--- config.mk ---
export PLATFORM = sky130hd
export DESIGN_NAME = agk_ram
export DESIGN_NICKNAME = d
export VERILOG_FILES = /design/src/angle_gyro_kalman_filter_core_macros.svh /design/src/agk_ram.sv
export SDC_FILE = /design/constraint.sdc
export NUM_CORES = 1
export LEC_CHECK = 0
export BUFFER_PORTS_ARGS = -buffer_cell sky130_fd_sc_hd__clkbuf_2
export CAP_MARGIN = 20
export CORE_MARGIN = 1.5
export CORE_UTILIZATION = 40
export DETAILED_ROUTE_END_ITERATION = 16
export GPL_ROUTABILITY_DRIVEN = 0
export SETUP_SLACK_MARGIN = 0.3
export SYNTH_ARGS = -nofsm -noshare
export SYNTH_HDL_FRONTEND = slang
export SYNTH_SLANG_ARGS = --single-unit
--- constraint.sdc ---
create_clock -name clk -period 3.4 [get_ports clk]
set_clock_uncertainty 0.15 [all_clocks]
set_input_delay 0.34 -clock clk [delete_from_list [all_inputs] [get_ports clk]]
set_output_delay 0.34 -clock clk [all_outputs]
set_load 0.005 [all_outputs]
--- src/angle_gyro_kalman_filter_core_macros.svh ---
// Assertion macros shared by the filter core.
`ifndef ANGLE_GYRO_KALMAN_FILTER_CORE_MACROS_SVH
`define ANGLE_GYRO_KALMAN_FILTER_CORE_MACROS_SVH
// Implication checked at every clock edge outside reset.
`define AGK_ASSERT_IMPL(label, clk, rst_n, ante, cons, msg) \
  label: assert property (@(posedge clk) disable iff (!rst_n) (ante) |-> (cons)) \
    else $error(msg);
// Implication checked in the cycle after the antecedent.
`define AGK_ASSERT_NEXT(label, clk, rst_n, ante, cons, msg) \
  label: assert property (@(posedge clk) disable iff (!rst_n) (ante) |=> (cons)) \
    else $error(msg);
`endif

--- src/agk_ram.sv ---
// Generic single-port-write RAM with one registered read port.
module agk_ram #(
  parameter int unsigned Width = 32,
  parameter int unsigned Depth = 8
) (
  input  logic                     clk,
  input  logic                     we,
  input  logic [$clog2(Depth)-1:0] waddr,
  input  logic [Width-1:0]         wdata,
  input  logic [$clog2(Depth)-1:0] raddr,
  output logic [Width-1:0]         rdata
);
  logic [Width-1:0] mem [Depth];

  always_ff @(posedge clk) begin
    if (we) mem[waddr] <= wdata;
    rdata <= mem[raddr];
  end
endmodule

Word level (Yosys, flattened, before mapping)
Memories as Yosys holds them, arrays and structs flattened. A register that Yosys moved wholly into a read port is not among the register bits.
Cells that the tools add are included.

word-level totals
  flip-flop bits (word level) = 0
  memory bits (writable) = 256
  input port bits = 40
  output and inout bits = 32
  word-level logic and storage cells = 3
  memories = 1

memory list
  name  depth  bits a word  rd ports  clocked after memory_dff  write ports  line           RTL
  mem   8      32           1         1                         1            agk_ram.sv:13  logic [Width-1:0] mem [Depth];

cells by class
  muxes and demuxes = 2

operator list
  operator          number
  1-bit 2-to-1 mux  2

Depth between registers and ports, before layout
  depth in word-level cells = 2
  mapped depth = 4
  gate-level depth less buffers = 2

Worst setup path before layout
OpenSTA, ideal clock, no wires.

  kind = in2reg
  start point = input port waddr[2]
  end point = memory mem[0][0], enable pin
  library setup time = 461 ps
  data arrival time = 2726 ps
  required time = 2789 ps
  slack = 63 ps
  cell stages on the path = 2
  buffers on the path = 0
  cells stage by stage = nand2b_1 -> nor3_1

RTL lines
  what         line           RTL
  from (decl)  agk_ram.sv:8   input logic [$clog2(Depth)-1:0] waddr,
  to (decl)    agk_ram.sv:13

Straight into the memory's write port.

==> metrics <==
Max Cap Violations=0; pwr dens=612 mW/mm²; critical path class=in -> reg; Die H=165 µm; total CTS buffers=30; commonest non-fill, non-tap cells in the layout=256 x edfxtp_1, 69 x clkbuf_2, 40 x mux4_1; initial DRC count=349; Compound-Gate Fraction of Synth Area=0%; Vias=4,558; Multi-input gate area=0.00208 mm²; Final Max Slew Viols=0; Worst-path clk slew=0.06 ns; leakage power=roughly 4.4 nW; global-route wire length before repair=29,400 µm; clk_lat worst skew=between 0.5 and 0.6 ns; Crit. End Element=flop; Num Clock Sinks=around 290; Final Util=49.3%; status=complete, no violations; Final setup viols=0; flip-flop and latch count after synthesis=roughly 290; RSZ-0062 raised after global routing=no; number of global-route vias before repair=around 4,900; die area=0.0271 mm²; Std-Cell Rows=slightly below 60; total grt overflow=0; input/output buffers=71; logic gate share of total power=5.1%; Post-Syn Area=0.0105 mm²; DP HPWL=10,300 µm; switching pwr=1.53 mW; FMAX=559 MHz; CTS HTree Levels=1; DRC viols=0; clk root buf=clkbuf_16; Tot GR Track Use=14.8%; clock share of power=43.2%; main combinational cell family by area after synthesis=multiplexers; P&R area growth vs syn=21.7%; Hold Crit Class=in -> reg; Longest Clk Path Bufs=3; Final Hold Fails=0; WL final=19,100 µm; CTS tree=built; fin crit period=1.79 ns; Slew @ Worst Pin=0.783 ns; chip width=between 150 and 200 µm; post-synthesis simple-gate area fraction=0.562%; sequential share of power=51.8%; post-route ant nets=0; CTS resizes=0; Seq/Total Area, Yosys=between 70% and 80%; Required @ worst endpoint=between 3 and 4 ns; Slew headroom=47.8%; Hold WS=0.303 ns; fill cell count=2,102; vias per inst=5.04; share of post-route cells with drive strength above 1=about a third; Critical Path Source Type=primary input; switching share of power=19.6%; commonest non-fill, non-tap cell in the layout=edfxtp_1; Pint=6.26 mW; Distinct cells, synth=13; pin count of the biggest net entering global routing=37; Syn Inst Count=between 400 and 500; nets=slightly below 600; core area=0.0258 mm²; mux share of post-synthesis cell area=between 10% and 20%; detailed-route wire length per cell=about 21 µm; DR pass1 iterations=4; final setup TNS=0 ns; Arrival @ worst endpoint=2.07 ns; diodes inserted=0; initial core utilization=40.5%; Tcrit/Tclk final=52.6%; I/O pin count=72; Sequential Area=0.00833 mm²; crit-path max FO=36; Syn Area/Cell=between 20 and 30 µm²; XOR/XNOR Fraction of Synth Area=0%; initial antenna violation count=0; Post-Synth Adder-Cell Area=0%; Mapped Nets=455; Max IR drop VDD=442 µV; Ys Warns=0
==> worst paths after layout <==
| kind | start | endpoint | slack, ns | cells after the start |
|---|---|---|---|---|
| worst max-delay path | raddr[0] | rdata[9] | 1.61 | 4 |
| worst min-delay path | waddr[0] | mem[4][24] | 0.30 | 3 |
| worst max register to register | mem[3][23] | rdata[23] | 1.97 | 2 |
| worst min register to register | mem[0][16] | rdata[16] | 0.52 | 2 |
==> cell usage after synthesis <==
cell        n  area share, %
dfxtp_1    32            6.1
mux2_2     32            3.4
nand2_1     2          0.072
mux4_2     24            5.2
nor2_1      6           0.22
buf_6       7           0.75
buf_2       6           0.29
nand2b_1    3           0.18
clkbuf_1    1          0.036
buf_1       4           0.14
edfxtp_1  256             73
nor3_1      2          0.096
mux4_1     40             10
==> worst max-delay path: stages <==
cell,delay [ns]
buf_4,0.45
buf_12,0.34
mux4_1,0.59
mux2_2,0.28
==> layout make-up <==
class | count | share of cell area, %
clock buffers | 41 | 6.69
clock inverters | 15 | 1.56
multi-input cells | 109 | 16.3
flip-flops and latches | 288 | 65.4
well taps | 335 | 3.29
repair buffers | 116 | 6.78
==> layer usage <==
metal  routed length [µm]  part of all wire, %  up-vias  global-route usage [%]
met3                  788                  4.1       29                    2.69
met1                 7890                   41     2388                    18.8
met2                10000                   53       92                    26.4
met4                  366                  1.9        0                    3.73
met5                    0                    0        -                       0
li1                     -                    -     2049                       -
==> flip-flops by register name (all words and copies together), names as in the netlist <==
name	count
mem	256
rdata	32
==> cells by family after synthesis <==
kind of cell / count (synthesis)
flops: 288
mux: 96
buf+inv: 18
simple gates: 13
==> power by group through the flow <==
stage | combinational [mW] | sequential [mW] | clock (mW)
CTS | 0.406 | 4.04 | 3.44
detailed placement | 0.373 | 4.11 | 0
floorplan | 0.203 | 4.10 | 0
global route | 0.432 | 4.05 | 3.58
finish | 0.394 | 4.04 | 3.36
global placement | 0.363 | 4.11 | 0
==> through the flow <==
| step | cell area [µm²] | power, mW | worst slack, ns | std cells |
|---|---|---|---|---|
| finish | 12700 | 7.79 | 1.61 | 904 |
| CTS | 12700 | 7.89 | 1.61 | 904 |
| global placement | 11400 | 4.47 | 1.07 | 816 |
| global route | 12700 | 8.06 | 1.53 | 904 |
| floorplan | 10500 | 4.31 | 0.920 | 415 |
| detailed placement | 11400 | 4.49 | 1.03 | 816 |
==> timing repair <==
| action | CTS | global route |
|---|---|---|
| hold buffers | 32 | 0 |
| setup buffers | 0 | 0 |
| hold endpoints to repair | 256 | 0 |
Note: power is estimated with default switching activity, not from simulation.
