--- src/angle_gyro_kalman_filter_core_macros.svh ---
// Assertion macros shared by the filter core.
`ifndef ANGLE_GYRO_KALMAN_FILTER_CORE_MACROS_SVH
`define ANGLE_GYRO_KALMAN_FILTER_CORE_MACROS_SVH
// Implication checked at every clock edge outside reset.
`define AGK_ASSERT_IMPL(label, clk, rst_n, ante, cons, msg) \
  label: assert property (@(posedge clk) disable iff (!rst_n) (ante) |-> (cons)) \
    else $error(msg);
// Implication checked in the cycle after the antecedent.
`define AGK_ASSERT_NEXT(label, clk, rst_n, ante, cons, msg) \
  label: assert property (@(posedge clk) disable iff (!rst_n) (ante) |=> (cons)) \
    else $error(msg);
`endif

--- src/agk_pkg.sv ---
// Shared types and constants of the angle and gyro Kalman filter core.
package agk_pkg;
  localparam int unsigned StAddrW = 3;
  localparam logic [StAddrW-1:0] ST_ANGLE = 3'd0;
  localparam logic [StAddrW-1:0] ST_BIAS = 3'd1;
  localparam logic [StAddrW-1:0] ST_AA = 3'd2;
  localparam logic [StAddrW-1:0] ST_AB = 3'd3;
  localparam logic [StAddrW-1:0] ST_BA = 3'd4;
  localparam logic [StAddrW-1:0] ST_BB = 3'd5;
  localparam int unsigned StDepth = 6;

  localparam logic [1:0] REG_QA = 2'd0;
  localparam logic [1:0] REG_QB = 2'd1;
  localparam logic [1:0] REG_R = 2'd2;
  localparam logic [1:0] REG_DT = 2'd3;

  localparam logic signed [31:0] MAX32 = 32'sh7fffffff;
  localparam logic signed [31:0] MIN32 = 32'sh80000000;
  localparam logic signed [31:0] COV_ONE = 32'sd16777216;

  typedef struct packed {
    logic        start;
    logic [33:0] num_mag;
    logic        num_neg;
    logic [32:0] den;
  } div_req_t;

  typedef struct packed {
    logic               busy;
    logic               done;
    logic signed [31:0] quot;
  } div_rsp_t;

  function automatic logic signed [31:0] sat32(input logic signed [65:0] v);
    logic signed [31:0] r;
    r = v[31:0];
    if (v > 66'(MAX32)) r = MAX32;
    if (v < 66'(MIN32)) r = MIN32;
    return r;
  endfunction

  function automatic logic signed [65:0] rnd24(input logic signed [65:0] p);
    logic signed [65:0] t;
    t = p + 66'sd8388608;
    return t >>> 24;
  endfunction
endpackage

--- src/agk_div.sv ---
// Restoring radix-2 divider for Q8.24 gains with rounding and saturation.
module agk_div (
  input  logic             clk,
  input  logic             rst_n,
  input  agk_pkg::div_req_t req,
  output agk_pkg::div_rsp_t rsp
);
  import agk_pkg::*;

  localparam int unsigned QW = 34;

  logic [QW+24-1:0] dvd_r, dvd_nxt;
  logic [33:0]      rem_r, rem_nxt;
  logic [QW-1:0]    q_r, q_nxt;
  logic             ovf_r;
  logic [32:0]      den_r;
  logic             neg_r;
  logic [5:0]       cnt_r, cnt_nxt;
  logic             busy_r, done_r;
  logic [34:0]      trial;
  logic [33:0]      shifted;
  logic [34:0]      qmag;
  logic signed [35:0] qs;

  always_comb begin
    shifted = {rem_r[32:0], dvd_r[QW+24-1]};
    trial = {1'b0, shifted} - {2'b0, den_r};
    rem_nxt = trial[34] ? shifted : trial[33:0];
    q_nxt = {q_r[QW-2:0], ~trial[34]};
    dvd_nxt = {dvd_r[QW+24-2:0], 1'b0};
    cnt_nxt = cnt_r - 6'd1;
    qmag = {1'b0, q_r};
    if (ovf_r || qmag > 35'd2147483648) qmag = 35'd2147483648;
    qs = neg_r ? -$signed({1'b0, qmag}) : $signed({1'b0, qmag});
  end

  // Dividend is (mag << 24) + den/2; quotient bits shifted out above bit 33 set the
  // overflow flag, which saturates the result.
  always_ff @(posedge clk) begin
    if (!rst_n) begin
      busy_r <= 1'b0;
      done_r <= 1'b0;
      cnt_r <= '0;
    end else begin
      done_r <= 1'b0;
      if (req.start) begin
        dvd_r <= {req.num_mag[QW-1:0], 24'd0} + {26'd0, req.den[32:1]};
        den_r <= req.den;
        neg_r <= req.num_neg;
        rem_r <= '0;
        q_r <= '0;
        ovf_r <= 1'b0;
        cnt_r <= 6'(QW + 24);
        busy_r <= 1'b1;
      end else if (busy_r) begin
        rem_r <= rem_nxt;
        q_r <= q_nxt;
        ovf_r <= ovf_r | q_r[QW-1];
        dvd_r <= dvd_nxt;
        cnt_r <= cnt_nxt;
        if (cnt_r == 6'd1) begin
          busy_r <= 1'b0;
          done_r <= 1'b1;
        end
      end
    end
  end

  assign rsp.busy = busy_r;
  assign rsp.done = done_r;
  assign rsp.quot = sat32(66'(qs));
endmodule

--- config.mk ---
export PLATFORM = sky130hd
export DESIGN_NAME = agk_div
export DESIGN_NICKNAME = d
export VERILOG_FILES = /design/src/angle_gyro_kalman_filter_core_macros.svh /design/src/agk_pkg.sv /design/src/agk_div.sv
export SDC_FILE = /design/constraint.sdc
export NUM_CORES = 1
export LEC_CHECK = 0
export BUFFER_PORTS_ARGS = -buffer_cell sky130_fd_sc_hd__clkbuf_2
export CORE_UTILIZATION = 54
export DETAILED_ROUTE_END_ITERATION = 12
export PLACE_DENSITY = 0.78
export SYNTH_ARGS = -nofsm -noshare
export SYNTH_HDL_FRONTEND = slang
export SYNTH_SLANG_ARGS = --single-unit
--- constraint.sdc ---
create_clock -name clk -period 4.5 [get_ports clk]
set_input_delay 0.9 -clock clk [delete_from_list [all_inputs] [get_ports clk]]
set_output_delay 0.9 -clock clk [all_outputs]
set_load 0.05 [all_outputs]
## Word level (Yosys, flattened, before mapping)

Index checks and enable logic that the tools add are counted.

| storage, ports and cells | value |
|---|---|
| register bits after elaboration | 168 |
| latch bits | 0 |
| memory bits (writable) | 0 |
| ROM bits | 0 |
| bits of input ports | 71 |
| output and inout port bits | 34 |
| word-level logic and storage cells | 44 |
| memories | 0 |

| operators by class | value |
|---|---|
| add/subtract/negate cells | 4 |
| $mul | 0 |
| divide/modulo/power cells | 0 |
| $lt $le $gt $ge | 3 |
| equal/unequal tests | 1 |
| shift-type cells | 0 |
| muxes and demuxes | 16 |
| bitwise logic cells | 4 |
| reductions and logical operators | 6 |

Operators with widths:

| operator | number |
|---|---|
| two-way mux 58 bit | 2 |
| two-way mux 34 bit | 2 |
| two-way mux 33 bit | 2 |
| two-way mux 32 bit | 2 |
| adder 58 x 32 -> 58 bit | 1 |
| greater-than comparator 36 x 32 -> 1 bit, second input constant | 1 |
| < comparator 36 x 32 -> 1 bit, second input constant | 1 |
| two-way mux 36 bit | 1 |
| negator 35 -> 36 bit | 1 |
| subtractor 34 x 33 -> 35 bit | 1 |
| greater-than comparator 34 x 32 -> 1 bit, second input constant | 1 |
| two-way mux 6 bit | 2 |
| equality test 6 x 1 -> 1 bit, second input constant | 1 |
| subtractor 6 x 1 -> 6 bit, second input constant | 1 |
| two-way mux 1 bit | 5 |
| AND reduction 2 bit | 2 |
| NOT 1 bit | 3 |
| OR reduction 3 bit | 1 |
| nonzero test 2 bit | 1 |
| OR reduction 2 bit | 1 |
| logical OR 1 bit | 1 |
| bitwise OR 1 bit | 1 |

## Logic depth before layout (Yosys ltp)

| depth | value |
|---|---|
| depth after elaboration | 8 |
| mapped depth | 17 |
| gate-level depth less buffers | 14 |

## Worst setup path after synthesis

OpenSTA, ideal clock, no wires.

| timing | value |
|---|---|
| path kind | reg2out |
| start point | reg q_r[13] |
| end point | out rsp[10] (netlist name) |
| data arrival time | 4.491 ns |
| data required time | 3.600 ns |
| path slack | -0.891 ns |
| stages on the path, launching flop included | 17 |
| path buffers | 3 |
| cell sequence | edfxtp_1 > or3_1 > buf_2 > or4_4 > o41ai_2 > and2_1 > buf_4 > clkbuf_1 > nand2_1 > ha_1 > nand3b_1 > or4_1 > or3_1 > nor2_1 > o21ai_0 > o21ai_0 > o21ai_0 |

RTL lines:

| item | line | source |
|---|---|---|
| from (decl) | agk_div.sv:14 | `logic [QW-1:0] q_r, q_nxt;` |
| from (signal assigned) | agk_div.sv:57 | `q_r <= q_nxt;` |
| to (decl) | agk_div.sv:6 | `output agk_pkg::div_rsp_t rsp` |

==> reports/metrics.cfg <==
[outcome]
outcome = complete, but fails checks
violations = negative setup slack

[die]
dieHeight_um = 142
core_area_sq_mm = 0.0189
die_w_um = 142
num_rows = 50
die-area_sq_mm = 0.0200
io_pins = 105
start_util_pct = 55.6

[timing]
tightest_slew_ps = 908
rsz0062_at_grt = true
fmax_mhz = 207
finalCritPeriodShare_pct = 107
min_period_ps = 4830
drv_slew = 0
skew_ps = 8.27
setup_tns_ps = -8170
relSlewSlack_pct = 39.5
worst_slack_ps = -333
hold_viol_final = 0
setup_violations = 31

[routing]
drc_errors = 0
drtIter0Drc = 656
viasPerCell = 5.74
vias = 8364
firstDrtPassIters = 5
routedWlPerCell_um = 15.9
ant_nets = 0
wl_mm = 23.1

[critical_path]
start_kind = flip-flop
setup.worst_path.end_class = output pin
cp_max_fo = 3
crit_slowest_cell = or4_4
crit_chain = or4_4 -> or4_4 -> o41ai_4 -> and2_4 -> nand2_4 -> ha_4 -> nand3b_1 -> buf_4 -> or4_1 -> or3_4 -> nor3_2 -> o21ai_2 -> nand2_1 -> a21o_1 -> o211ai_1 -> buf_12
crit_type = flip-flop to output pin
crit_top_cell = or4_4
critPathMaxStageDelay_ps = 530
required_ps = 3600
cp_data_arrival_time_ps = 3930

[clocking]
cts_hold_buffers = 0
cts.clk_slew.worst_paths_ps = 70
cts_tree = yes
clock-sinks = 168
cts_buffer_depth = 2
cts_buffers = 17
clockRootBuffer = clkbuf_16
worstSkewPairLatency_ps = 430
cts-htree-levels = 4

[global_route]
use_met2_pct = 39.2
track_usage_pct = 23.9
grt_pass1_vias = 8032
top_usage_layer = met2
antenna_found_initial = 0
met3_usage_pct = 3.91
overflow = 0
grt_max_degree = 82
grt_use_met1_pct = 32.3
grt_pass1_wl_mm = 38.2

[synthesis]
syn_inst = 1049
yosys.area.top_type = edfxtp_1
syn_nets = 1166
synth_top_area_share_pct = 45.7
synth_common_cells = edfxtp_1 (160), nor2_1 (108), a21oi_1 (96)
netlist_top_cells_area = edfxtp_1 (46%), ha_1 (5.2%), xnor2_1 (4.7%)
yosysMostFrequentCell = edfxtp_1
synthFlopType = edfxtp_1
avgSynthCellArea_sq_um = 10.0
seq_area_frac_synth_pct = 47.2
synth_edf_count = 160
ys_seq_elements = 168
synthesis.yosys.warnings = 0
ys_types = 68
async_reset_ff_share_pct = 0
syn_area_sq_mm = 0.0105

[power]
leakagePower_nw = 5.07
power_mw = 4.50
ir_worst_vdd_mv = 0.277
powerDensity_mw_per_mm2 = 347

[final_layout]
nets = 1300
drive_gt1_share_pct = 25.2
fin_cells = 1456
num_antenna_cells = 0
area_delta_synth_final_pct = 23.5

[placed_design]
hpwlAfterDp_mm = 15.5
dp_cells = 1407
dp_slack_ps = -116
port-buffer-count = 104
gp_congestion = 0.915

[min_path]
hold_path.class = flip-flop to flip-flop

[flow_run]
drv_cap = 0

cell usage in the layout (no fill, tap or decap), drive strengths merged, types with 10 or more instances in the layout:
master  synthesis  layout
a21o           10      10
a21oi         105     105
and3           17      17
buf            17      95
clkbuf         35      92
edfxtp        160     160
ha             44      44
inv            53      57
mux2           32      32
mux2i          25      25
nand2          86      86
nand3          25      25
nor2          108     108
nor2b          44      44
nor3           17      17
o21a           11      11
o21ai          50      50
o31ai          11      11
or3            10      10
xnor2          56      56
xor2           17      17
kinds of logic after synthesis:
| logic type | synth area share (%) |
|---|---|
| XOR/XNOR | 6.08 |
| multiplexers | 5.81 |
| flip-flops | 47.2 |
| adder cells (fa/ha/maj) | 5.62 |
| AND/OR/NAND/NOR | 17.0 |
| buffers and inverters | 4.24 |
| AO/OA/AOI/OAI | 14.0 |
registers in the layout, summed over array words and instances (netlist names):
register and flops:
cnt_r 6, busy_r 1, den_r 33, q_r 34, ovf_r 1, dvd_r 58, rem_r 33, done_r 1
neg_r 1
metrics by stage:
stage | util (%) | area [sq um] | hold slack (ps)
2_1_floorplan | - | 10700 | 502
3_3_place_gp | 63.2 | 11900 | 525
3_5_place_dp | 63.2 | 11900 | 534
4_1_cts | 68.0 | 12800 | 553
5_1_grt | 68.7 | 13000 | 565
6_report | 68.7 | 13000 | 547
worst paths after layout:
kind,cells past startpoint,startpoint,end,slack (ps)
worst max-delay path,16,q_r[19],rsp[28],-330
worst min-delay path,1,dvd_r[4],dvd_r[5],550
worst min register to register,1,dvd_r[4],dvd_r[5],550
worst max register to register,13,dvd_r[57],rem_r[21],730
report_power, final:
group	switching (mW)	internal (mW)
registers	0.0590	1.87
clock network	0.616	0.710
logic	0.704	0.544
total	1.38	3.12
metal layers:
| metal | routed length, um | up-vias |
|---|---|---|
| met5 | 0 | - |
| met4 | 415 | 0 |
| met3 | 1010 | 37 |
| met2 | 11400 | 262 |
| met1 | 10300 | 3997 |
| li1 | - | 4068 |
final cells by class:
type | instances | area, sq um
inverters | 53 | 199
repair buffers | 167 | 1490
fillers | 1432 | 5910
flip-flops and latches | 168 | 4960
multi-input cells | 776 | 5470
well taps | 260 | 325
clock buffers | 20 | 437
clock inverters | 12 | 92.6
worst max-delay path, delay by kind of cell (launching register included):
| kind | cells | cell delay [ps] |
|---|---|---|
| AOI/OAI and AO/OA | 4 | 710 |
| adders and majority gates | 1 | 160 |
| buffers and inverters | 2 | 320 |
| DFF | 1 | 410 |
| and+or+nand+nor | 9 | 1900 |
timing repair:
item / CTS / global route
setup endpoints to repair: 31 / 31
gates cloned: 2 / 0
gates resized for setup: 57 / 44
setup buffers: 12 / 3
pin swaps: 11 / 7
(Power assumes the default switching activity.)
